$ cat config.mk
export PLATFORM = sky130hd
export DESIGN_NAME = round_pack_half_float_unit
export DESIGN_NICKNAME = d
export VERILOG_FILES = /design/src/rtl/rphf_pkg.sv /design/src/rtl/rphf_sticky_shift.sv /design/src/rtl/round_pack_half_float_unit.sv
export SDC_FILE = /design/constraint.sdc
export NUM_CORES = 1
export LEC_CHECK = 0
export ABC_AREA = 1
export BUFFER_PORTS_ARGS = -buffer_cell sky130_fd_sc_hd__buf_2
export CORE_MARGIN = 2
export CORE_UTILIZATION = 40
export CTS_CLUSTER_SIZE = 12
export DETAILED_ROUTE_END_ITERATION = 6
export HOLD_SLACK_MARGIN = 0.08
export PLACE_DENSITY = 0.63
export SLEW_MARGIN = 20
export SYNTH_ARGS = -nofsm -noshare
export SYNTH_HDL_FRONTEND = slang
export SYNTH_SLANG_ARGS = --single-unit
$ cat constraint.sdc
create_clock -name clk -period 4.51 [get_ports clk]
set_clock_uncertainty 0.05 [all_clocks]
set_input_delay 0.902 -clock clk [delete_from_list [all_inputs] [get_ports clk]]
set_output_delay 0.902 -clock clk [all_outputs]
set_load 0.005 [all_outputs]
$ cat src/rtl/rphf_pkg.sv
// Shared constants for the half-precision round-and-pack unit.
`default_nettype none

package rphf_pkg;

    localparam int SIG_W   = 16;
    localparam int EXP_W   = 8;
    localparam int HALF_W  = 16;
    localparam int DIST_W  = 5;
    localparam int RBITS_W = 4;
    localparam int MODE_W  = 3;
    localparam int FRAC_W  = 13;

    // Rounding modes; the two unused codes round toward zero.
    localparam logic [MODE_W-1:0] MODE_NEAR_EVEN   = 3'd0;
    localparam logic [MODE_W-1:0] MODE_TOWARD_ZERO = 3'd1;
    localparam logic [MODE_W-1:0] MODE_DOWN        = 3'd2;
    localparam logic [MODE_W-1:0] MODE_UP          = 3'd3;
    localparam logic [MODE_W-1:0] MODE_NEAR_AWAY   = 3'd4;
    localparam logic [MODE_W-1:0] MODE_ODD         = 3'd5;

    // Configuration register indexes.
    localparam logic REG_ROUNDING_MODE = 1'b0;
    localparam logic REG_TININESS      = 1'b1;

    localparam logic [RBITS_W-1:0] INC_NEAR = 4'h8;
    localparam logic [RBITS_W-1:0] INC_AWAY = 4'hF;
    localparam logic [RBITS_W-1:0] RBITS_HALF = 4'h8;

    localparam logic signed [EXP_W-1:0] EXP_MAX = 8'sh1D;
    localparam logic [SIG_W:0]          SIG_OVF = 17'h08000;
    localparam logic [DIST_W-1:0]       DIST_SAT = 5'd16;
    localparam logic [HALF_W-1:0]       INF_BITS = 16'h7C00;

endpackage

`default_nettype wire

$ cat src/rtl/rphf_sticky_shift.sv
// Sticky right shift of the significand for denormal results.
`default_nettype none

module rphf_sticky_shift (
    input  wire logic [rphf_pkg::SIG_W-1:0]  sig,
    input  wire logic [rphf_pkg::DIST_W-1:0] shamt,
    output logic      [rphf_pkg::SIG_W-1:0]  shifted
);

    logic [rphf_pkg::SIG_W-1:0] lost_mask;
    logic                       lost;

    // Distances of 16 and beyond collapse to a single sticky bit.
    always_comb
    begin
        lost_mask = ~({rphf_pkg::SIG_W{1'b1}} << shamt);
        lost      = |(sig & lost_mask);
        shifted   = (sig >> shamt) | {{(rphf_pkg::SIG_W-1){1'b0}}, lost};
    end

endmodule

`default_nettype wire

$ cat src/rtl/round_pack_half_float_unit.sv
// Top level of the half-precision round-and-pack unit.
// Usage:
//   Pulse start with sign_bit, exponent and significand; a request is taken at
//   every rising edge where start is high and busy is low. busy stays low, so
//   a new request may enter in every cycle.
//   The packed word and its inexact, underflow and overflow flags appear on
//   half_word and the flag ports, for one cycle, marked by done.
//   Results leave in request order. Throughput is one request per cycle; the
//   pipe has three register stages: decode and range check, sticky
//   denormalizing shift, then round increment and pack.
//   The receiver cannot hold results off, so nothing stalls in the pipe.
//   Configuration: cfg_write with cfg_index 0 writes rounding_mode, index 1
//   writes tininess_before_rounding (bit 0 of cfg_data). Write only while no
//   request is in flight.
//   Reset clears the pipe's valid bits and sets both registers to zero
//   (round to nearest even, tininess after rounding).
`default_nettype none

module round_pack_half_float_unit (
    input  wire logic                                clk,
    input  wire logic                                rst_n,
    input  wire logic                                start,
    output logic                                     busy,
    input  wire logic                                sign_bit,
    input  wire logic signed [rphf_pkg::EXP_W-1:0]   exponent,
    input  wire logic        [rphf_pkg::SIG_W-1:0]   significand,
    input  wire logic                                cfg_write,
    input  wire logic                                cfg_index,
    input  wire logic        [rphf_pkg::MODE_W-1:0]  cfg_data,
    output logic                                     done,
    output logic             [rphf_pkg::HALF_W-1:0]  half_word,
    output logic                                     inexact,
    output logic                                     underflow,
    output logic                                     overflow
);

    typedef struct packed {
        logic                           sgn;
        logic [4:0]                     ex;
        logic [rphf_pkg::SIG_W-1:0]     sig;
        logic [rphf_pkg::RBITS_W-1:0]   inc;
        logic [rphf_pkg::DIST_W-1:0]    shamt;
        logic                           tiny;
        logic                           ovf;
        logic                           odd;
        logic                           near_even;
    } s1_t;

    typedef struct packed {
        logic                           sgn;
        logic [4:0]                     ex;
        logic [rphf_pkg::SIG_W-1:0]     sig;
        logic [rphf_pkg::RBITS_W-1:0]   inc;
        logic                           under;
        logic                           ovf;
        logic                           odd;
        logic                           near_even;
    } s2_t;

    logic [rphf_pkg::MODE_W-1:0] mode_reg;
    logic                        tbr_reg;

    logic s1_valid_reg, s2_valid_reg, done_reg;
    s1_t  s1_reg, s1_next;
    s2_t  s2_reg, s2_next;
    logic [rphf_pkg::HALF_W-1:0] word_reg, word_next;
    logic inexact_reg, inexact_next;
    logic under_reg, under_next;
    logic over_reg, over_next;

    logic accept;
    logic [rphf_pkg::SIG_W-1:0] shifted;

    assign busy   = 1'b0;
    assign accept = start & ~busy;

    always_ff @(posedge clk or negedge rst_n)
    begin
        if (!rst_n)
        begin
            mode_reg <= rphf_pkg::MODE_NEAR_EVEN;
            tbr_reg  <= 1'b0;
        end
        else if (cfg_write)
        begin
            unique case (cfg_index)
                rphf_pkg::REG_ROUNDING_MODE: mode_reg <= cfg_data;
                rphf_pkg::REG_TININESS:      tbr_reg  <= cfg_data[0];
                default:                     mode_reg <= mode_reg;
            endcase
        end
    end

    // Stage 1: round increment, tininess and overflow check, shift distance.
    always_comb
    begin
        logic                        near;
        logic                        dir_up;
        logic [rphf_pkg::SIG_W:0]    sig_inc;
        logic [rphf_pkg::EXP_W-1:0]  neg_ex;
        logic                        is_neg;

        near    = (mode_reg == rphf_pkg::MODE_NEAR_EVEN) ||
                  (mode_reg == rphf_pkg::MODE_NEAR_AWAY);
        dir_up  = (mode_reg == (sign_bit ? rphf_pkg::MODE_DOWN : rphf_pkg::MODE_UP));
        is_neg  = exponent[rphf_pkg::EXP_W-1];
        neg_ex  = 8'd0 - exponent;

        s1_next.sgn = sign_bit;
        s1_next.sig = significand;
        if (near)
            s1_next.inc = rphf_pkg::INC_NEAR;
        else if (dir_up)
            s1_next.inc = rphf_pkg::INC_AWAY;
        else
            s1_next.inc = '0;

        sig_inc = {1'b0, significand} + {13'd0, s1_next.inc};

        s1_next.ex   = is_neg ? 5'd0 : exponent[4:0];
        if (!is_neg)
            s1_next.shamt = '0;
        else if (neg_ex > {3'd0, rphf_pkg::DIST_SAT})
            s1_next.shamt = rphf_pkg::DIST_SAT;
        else
            s1_next.shamt = neg_ex[rphf_pkg::DIST_W-1:0];

        s1_next.tiny = is_neg && (tbr_reg || (exponent < -8'sd1) ||
                                  (sig_inc < rphf_pkg::SIG_OVF));
        s1_next.ovf  = !is_neg && ((exponent > rphf_pkg::EXP_MAX) ||
                       ((exponent == rphf_pkg::EXP_MAX) && (sig_inc >= rphf_pkg::SIG_OVF)));
        s1_next.odd       = (mode_reg == rphf_pkg::MODE_ODD);
        s1_next.near_even = (mode_reg == rphf_pkg::MODE_NEAR_EVEN);
    end

    // Stage 2: denormalize.
    rphf_sticky_shift u_shift (
        .sig     (s1_reg.sig),
        .shamt   (s1_reg.shamt),
        .shifted (shifted)
    );

    always_comb
    begin
        s2_next.sgn       = s1_reg.sgn;
        s2_next.ex        = s1_reg.ex;
        s2_next.sig       = shifted;
        s2_next.inc       = s1_reg.inc;
        s2_next.under     = s1_reg.tiny && (shifted[rphf_pkg::RBITS_W-1:0] != '0);
        s2_next.ovf       = s1_reg.ovf;
        s2_next.odd       = s1_reg.odd;
        s2_next.near_even = s1_reg.near_even;
    end

    // Stage 3: round increment and pack; the field sum wraps at 16 bits.
    always_comb
    begin
        logic [rphf_pkg::SIG_W:0]       sum;
        logic [rphf_pkg::FRAC_W-1:0]    frac;
        logic [4:0]                     ex;
        logic [rphf_pkg::RBITS_W-1:0]   rbits;
        logic [rphf_pkg::HALF_W-1:0]    sgn_bits;

        rbits    = s2_reg.sig[rphf_pkg::RBITS_W-1:0];
        sum      = {1'b0, s2_reg.sig} + {13'd0, s2_reg.inc};
        frac     = sum[rphf_pkg::SIG_W:rphf_pkg::RBITS_W];
        ex       = s2_reg.ex;
        sgn_bits = {s2_reg.sgn, 15'd0};

        priority if (s2_reg.ovf)
        begin
            word_next    = sgn_bits + rphf_pkg::INF_BITS -
                           {15'd0, (s2_reg.inc == '0)};
            inexact_next = 1'b1;
            under_next   = 1'b0;
            over_next    = 1'b1;
        end
        else
        begin
            if ((rbits != '0) && s2_reg.odd)
                frac = frac | 13'd1;
            else
            begin
                if (s2_reg.near_even && (rbits == rphf_pkg::RBITS_HALF))
                    frac = frac & ~13'd1;
                if (frac == '0)
                    ex = '0;
            end
            word_next    = sgn_bits + {1'b0, ex, 10'd0} + {3'd0, frac};
            inexact_next = (rbits != '0);
            under_next   = s2_reg.under;
            over_next    = 1'b0;
        end
    end

    always_ff @(posedge clk or negedge rst_n)
    begin
        if (!rst_n)
        begin
            s1_valid_reg <= 1'b0;
            s2_valid_reg <= 1'b0;
            done_reg     <= 1'b0;
        end
        else
        begin
            s1_valid_reg <= accept;
            s2_valid_reg <= s1_valid_reg;
            done_reg     <= s2_valid_reg;
        end
    end

    always_ff @(posedge clk)
    begin
        s1_reg      <= s1_next;
        s2_reg      <= s2_next;
        word_reg    <= word_next;
        inexact_reg <= inexact_next;
        under_reg   <= under_next;
        over_reg    <= over_next;
    end

    assign done      = done_reg;
    assign half_word = word_reg;
    assign inexact   = inexact_reg;
    assign underflow = under_reg;
    assign overflow  = over_reg;

`ifndef SYNTHESIS
    a_latency: assert property (@(posedge clk) disable iff (!rst_n)
        accept |-> ##3 done)
        else $error("request did not produce a result three cycles later");

    a_over_inexact: assert property (@(posedge clk) disable iff (!rst_n)
        (done && overflow) |-> inexact)
        else $error("overflow without inexact");

    a_under_inexact: assert property (@(posedge clk) disable iff (!rst_n)
        (done && underflow) |-> (inexact && !overflow))
        else $error("underflow without inexact or with overflow");

    a_over_word: assert property (@(posedge clk) disable iff (!rst_n)
        (done && overflow) |-> (half_word[14:0] == 15'h7C00 ||
                                half_word[14:0] == 15'h7BFF))
        else $error("overflow result is neither infinity nor largest finite");

    a_ovf_no_shift: assert property (@(posedge clk) disable iff (!rst_n)
        (s1_valid_reg && s1_reg.ovf) |-> (s1_reg.shamt == '0 && !s1_reg.tiny))
        else $error("overflowing request was marked for denormalization");
`endif

endmodule

`default_nettype wire

==> flow_metrics.py <==
metrics = {
    "outcome": {
        "status": "complete, no violations",
    },
    "synth": {
        "async_flop_share_pct": 8.046,
        "synth_top_area_cell": "dfxtp_1",
        "synthCells": 560,
        "ys_top_cells_by_area": "dfxtp_1 40%, nand2_1 13%, inv_1 7.4%, nor2_1 5.3%, nand3_1 5.1%",
        "netlist_area_mm2": 0.004033,
        "syn_area_per_cell_um2": 7.201,
        "synth_fp_nets": 605,
        "yosysTopAreaCellShare_pct": 39.71,
        "synth_ff_type": "dfxtp_1",
        "synth_warnings": 0,
        "ys_ff_latch": 87,
        "netlist-cell-type-count": 40,
        "yosysSeqAreaShare_pct": 44.06,
        "synth-edff-count": 0,
    },
    "floorplanning": {
        "start_util_pct": 41.26,
        "die_area_mm2": 0.01090,
        "io_pins": 54,
        "rows": 36,
        "dieHeight_um": 104.4,
        "core_mm2": 0.009774,
        "die_x_um": 104.4,
    },
    "clock_tree": {
        "cts.htree.levels": 3,
        "post_cts_buffers": 0,
        "cts_tree": "built",
        "clk_pin_slew_ps": 90,
        "root_buffer": "clkbuf_8",
        "clk_path_buf_depth": 2,
        "cts.repair.resized": 0,
        "postCtsHoldBufs": 0,
        "numClockSinks": 87,
        "worstSkewPairLatency_ps": 350,
        "numCtsBuffers": 9,
    },
    "worst_setup_path": {
        "critical_path.top_delay_family": "simple AND/OR/NAND/NOR gates",
        "worstSetupPathType": "flop to flop",
        "crit_path_max_incr_delay_ps": 370,
        "crit_slowest_cell": "dfxtp_1",
        "cp_cell_sequence": "ha_1 -> nand2_1 -> nor2_2 -> nand2_1 -> nand2_4 -> nand3_1 -> nand2_1 -> nand3_1 -> nor2_2 -> nand3_4 -> nand2_1 -> inv_1 -> ha_1 -> a21oi_1 -> nor2_1 -> nor2_1 -> nor3_1 -> nand3_1 -> nand2_1 -> nand2_1",
        "setup.worst_path.start": "s2_reg[6]$_DFF_P_",
        "setup.worst_path.end_class": "flop",
        "startpoint_type": "flop",
        "crit_fanout": 9,
        "cpMostUsedCell": "nand2_1",
        "worstPathRequired_ps": 4710,
        "regToRegStartpoint": "s2_reg[6]$_DFF_P_",
        "path_buf_inv": 1,
        "critPathArrivalTime_ps": 3200,
    },
    "finish": {
        "layout_commonest_cell": "nand2_1",
        "stdcell_count": 750,
        "final_cell_mix": "144 x nand2_1, 80 x inv_1, 80 x dfxtp_1, 57 x nor2_1, 52 x buf_2",
        "syn2layout_area_growth_pct": 13.90,
        "drive_gt1_share_pct": 14.42,
        "largest_reg_flops": 33,
        "nNetsFinal": 657,
        "postLayoutCellArea_mm2": 0.004593,
        "antennaDiodeCount": 0,
    },
    "timing": {
        "hold_violations": 0,
        "timing.hold.ws_ps": 283.4,
        "period_needed_ps": 2994,
        "rsz0062_at_grt": "no",
        "finalSetupViolations": 0,
        "finalSetupTns_ps": 0,
        "fmax_mhz": 334.0,
        "slew_headroom_pct": 45.40,
        "finalCritPeriodShare_pct": 66.38,
        "tightestPinTransition_ps": 817.8,
        "slew_violations": 0,
    },
    "place": {
        "hpwlAfterDp_mm": 6.847,
        "place_inst": 734,
        "gp_congestion": 0.9006,
        "port_buffers": 52,
        "placed_area_mm2": 0.004397,
    },
    "route": {
        "route.detailed.drc": 0,
        "via_count": 3493,
        "wl_met1_mm": 4.078,
        "finalWirelength_mm": 8.524,
        "wl_per_cell_um": 11.37,
        "viasPerCell": 4.657,
        "routed.top_layer": "met4",
        "dr_wl_met3_um": 297,
        "dr.pass1.iters": 4,
        "first_iter_violations": 108,
        "ant_nets": 0,
        "wl_met2_mm": 4.020,
    },
    "worst_hold_path": {
        "hold_class": "flop to flop",
        "min_from": "s1_reg[32]$_SDFF_PP0_",
    },
    "power": {
        "p_leak_nw": 2.263,
        "power_density_mw_per_mm2": 361.6,
        "ir_drop_mv": 0.1844,
        "power_w": 0.001661,
    },
    "grt": {
        "grt_overflow": 0,
        "grt_max_degree": 31,
        "grt_pass1_wl_mm": 14.48,
        "grt_pass1_vias": 3265,
        "antenna_found_initial": 0,
        "grt_usage_pct": 16.24,
    },
    "flow_run": {
        "drv_cap": 0,
    },
}
==> final timing paths <==
| kind | to | slack, ps | cells after the start |
|---|---|---|---|
| max in group asynchronous | mode_reg[1]$_DFFE_PN0P_ | 3950 | 1 |
| min in group asynchronous | s2_valid_reg$_DFF_PN0_ | 310 | 1 |
| hold / removal | s2_reg[27]$_DFF_P_ | 280 | 0 |
| hold reg to reg | s2_reg[27]$_DFF_P_ | 280 | 0 |
| setup reg to reg | half_word[15]$_DFF_P_ | 1520 | 20 |
| setup / recovery | half_word[15]$_DFF_P_ | 1520 | 20 |
==> cells in the mapped netlist, types with 3 or more instances <==
| cell type | number |
|---|---|
| dfxtp_1 | 80 |
| nor3_1 | 8 |
| dfrtp_1 | 7 |
| nand4_1 | 10 |
| ha_1 | 11 |
| clkbuf_1 | 3 |
| o21ai_0 | 32 |
| o211ai_1 | 4 |
| nand2_1 | 144 |
| nor2_1 | 57 |
| nand3b_1 | 4 |
| buf_2 | 5 |
| nand3_1 | 41 |
| inv_2 | 5 |
| o21ai_1 | 10 |
| nor2_2 | 9 |
| o21a_1 | 4 |
| inv_1 | 80 |
| nor4_1 | 3 |
| xor2_1 | 6 |
| a21oi_1 | 12 |
==> worst register-to-register path: cells and delay by family, from the launching register on <==
family                   cells  cell delay, ps
AO/OA/AOI/OAI                1              60
AND/OR/NAND/NOR             16            1790
adder cells (fa/ha/maj)      2             600
buffers and inverters        1              60
flip-flops                   1             370
==> kinds of logic after synthesis <==
kind of cell	synth area share, %
buffers and inverters	9.649
adder cells (fa/ha/maj)	3.909
AND/OR/NAND/NOR	30.53
flip-flops	44.06
other	0.09299
AO/OA/AOI/OAI	10.18
XOR/XNOR	1.303
multiplexers	0.2792
==> area by class of cell <==
type	instances	area, um2
clock buffers	10	127.6
clock inverters	6	68.82
flip-flops and latches	87	1777
fillers	990	5181
well taps	133	166.4
multi-input cells	375	1867
inverters	87	326.6
repair buffers	52	260.3
==> per-stage QoR <==
step	setup slack (ps)	util [%]
2_1_floorplan	1907	-
3_3_place_gp	1656	44.98
3_5_place_dp	1562	44.98
4_1_cts	1507	46.99
5_1_grt	1240	46.99
6_report	1516	46.99
==> routing by layer <==
metal / vias to the layer above / track usage (%)
li1: 1883 / -
met1: 1532 / 20.19
met2: 66 / 28.01
met3: 12 / 2.632
met4: 0 / 6.371
met5: - / 0
==> where the power goes <==
group | internal [W] | leakage, nW | switching (W)
Sequential | 0.000839 | 0.750 | 0.0000435
Combinational | 0.0000947 | 1.41 | 0.000143
Clock | 0.000261 | 0.103 | 0.000280
Total | 0.00119 | 2.26 | 0.000466
Note: power is estimated with default switching activity, not from simulation.
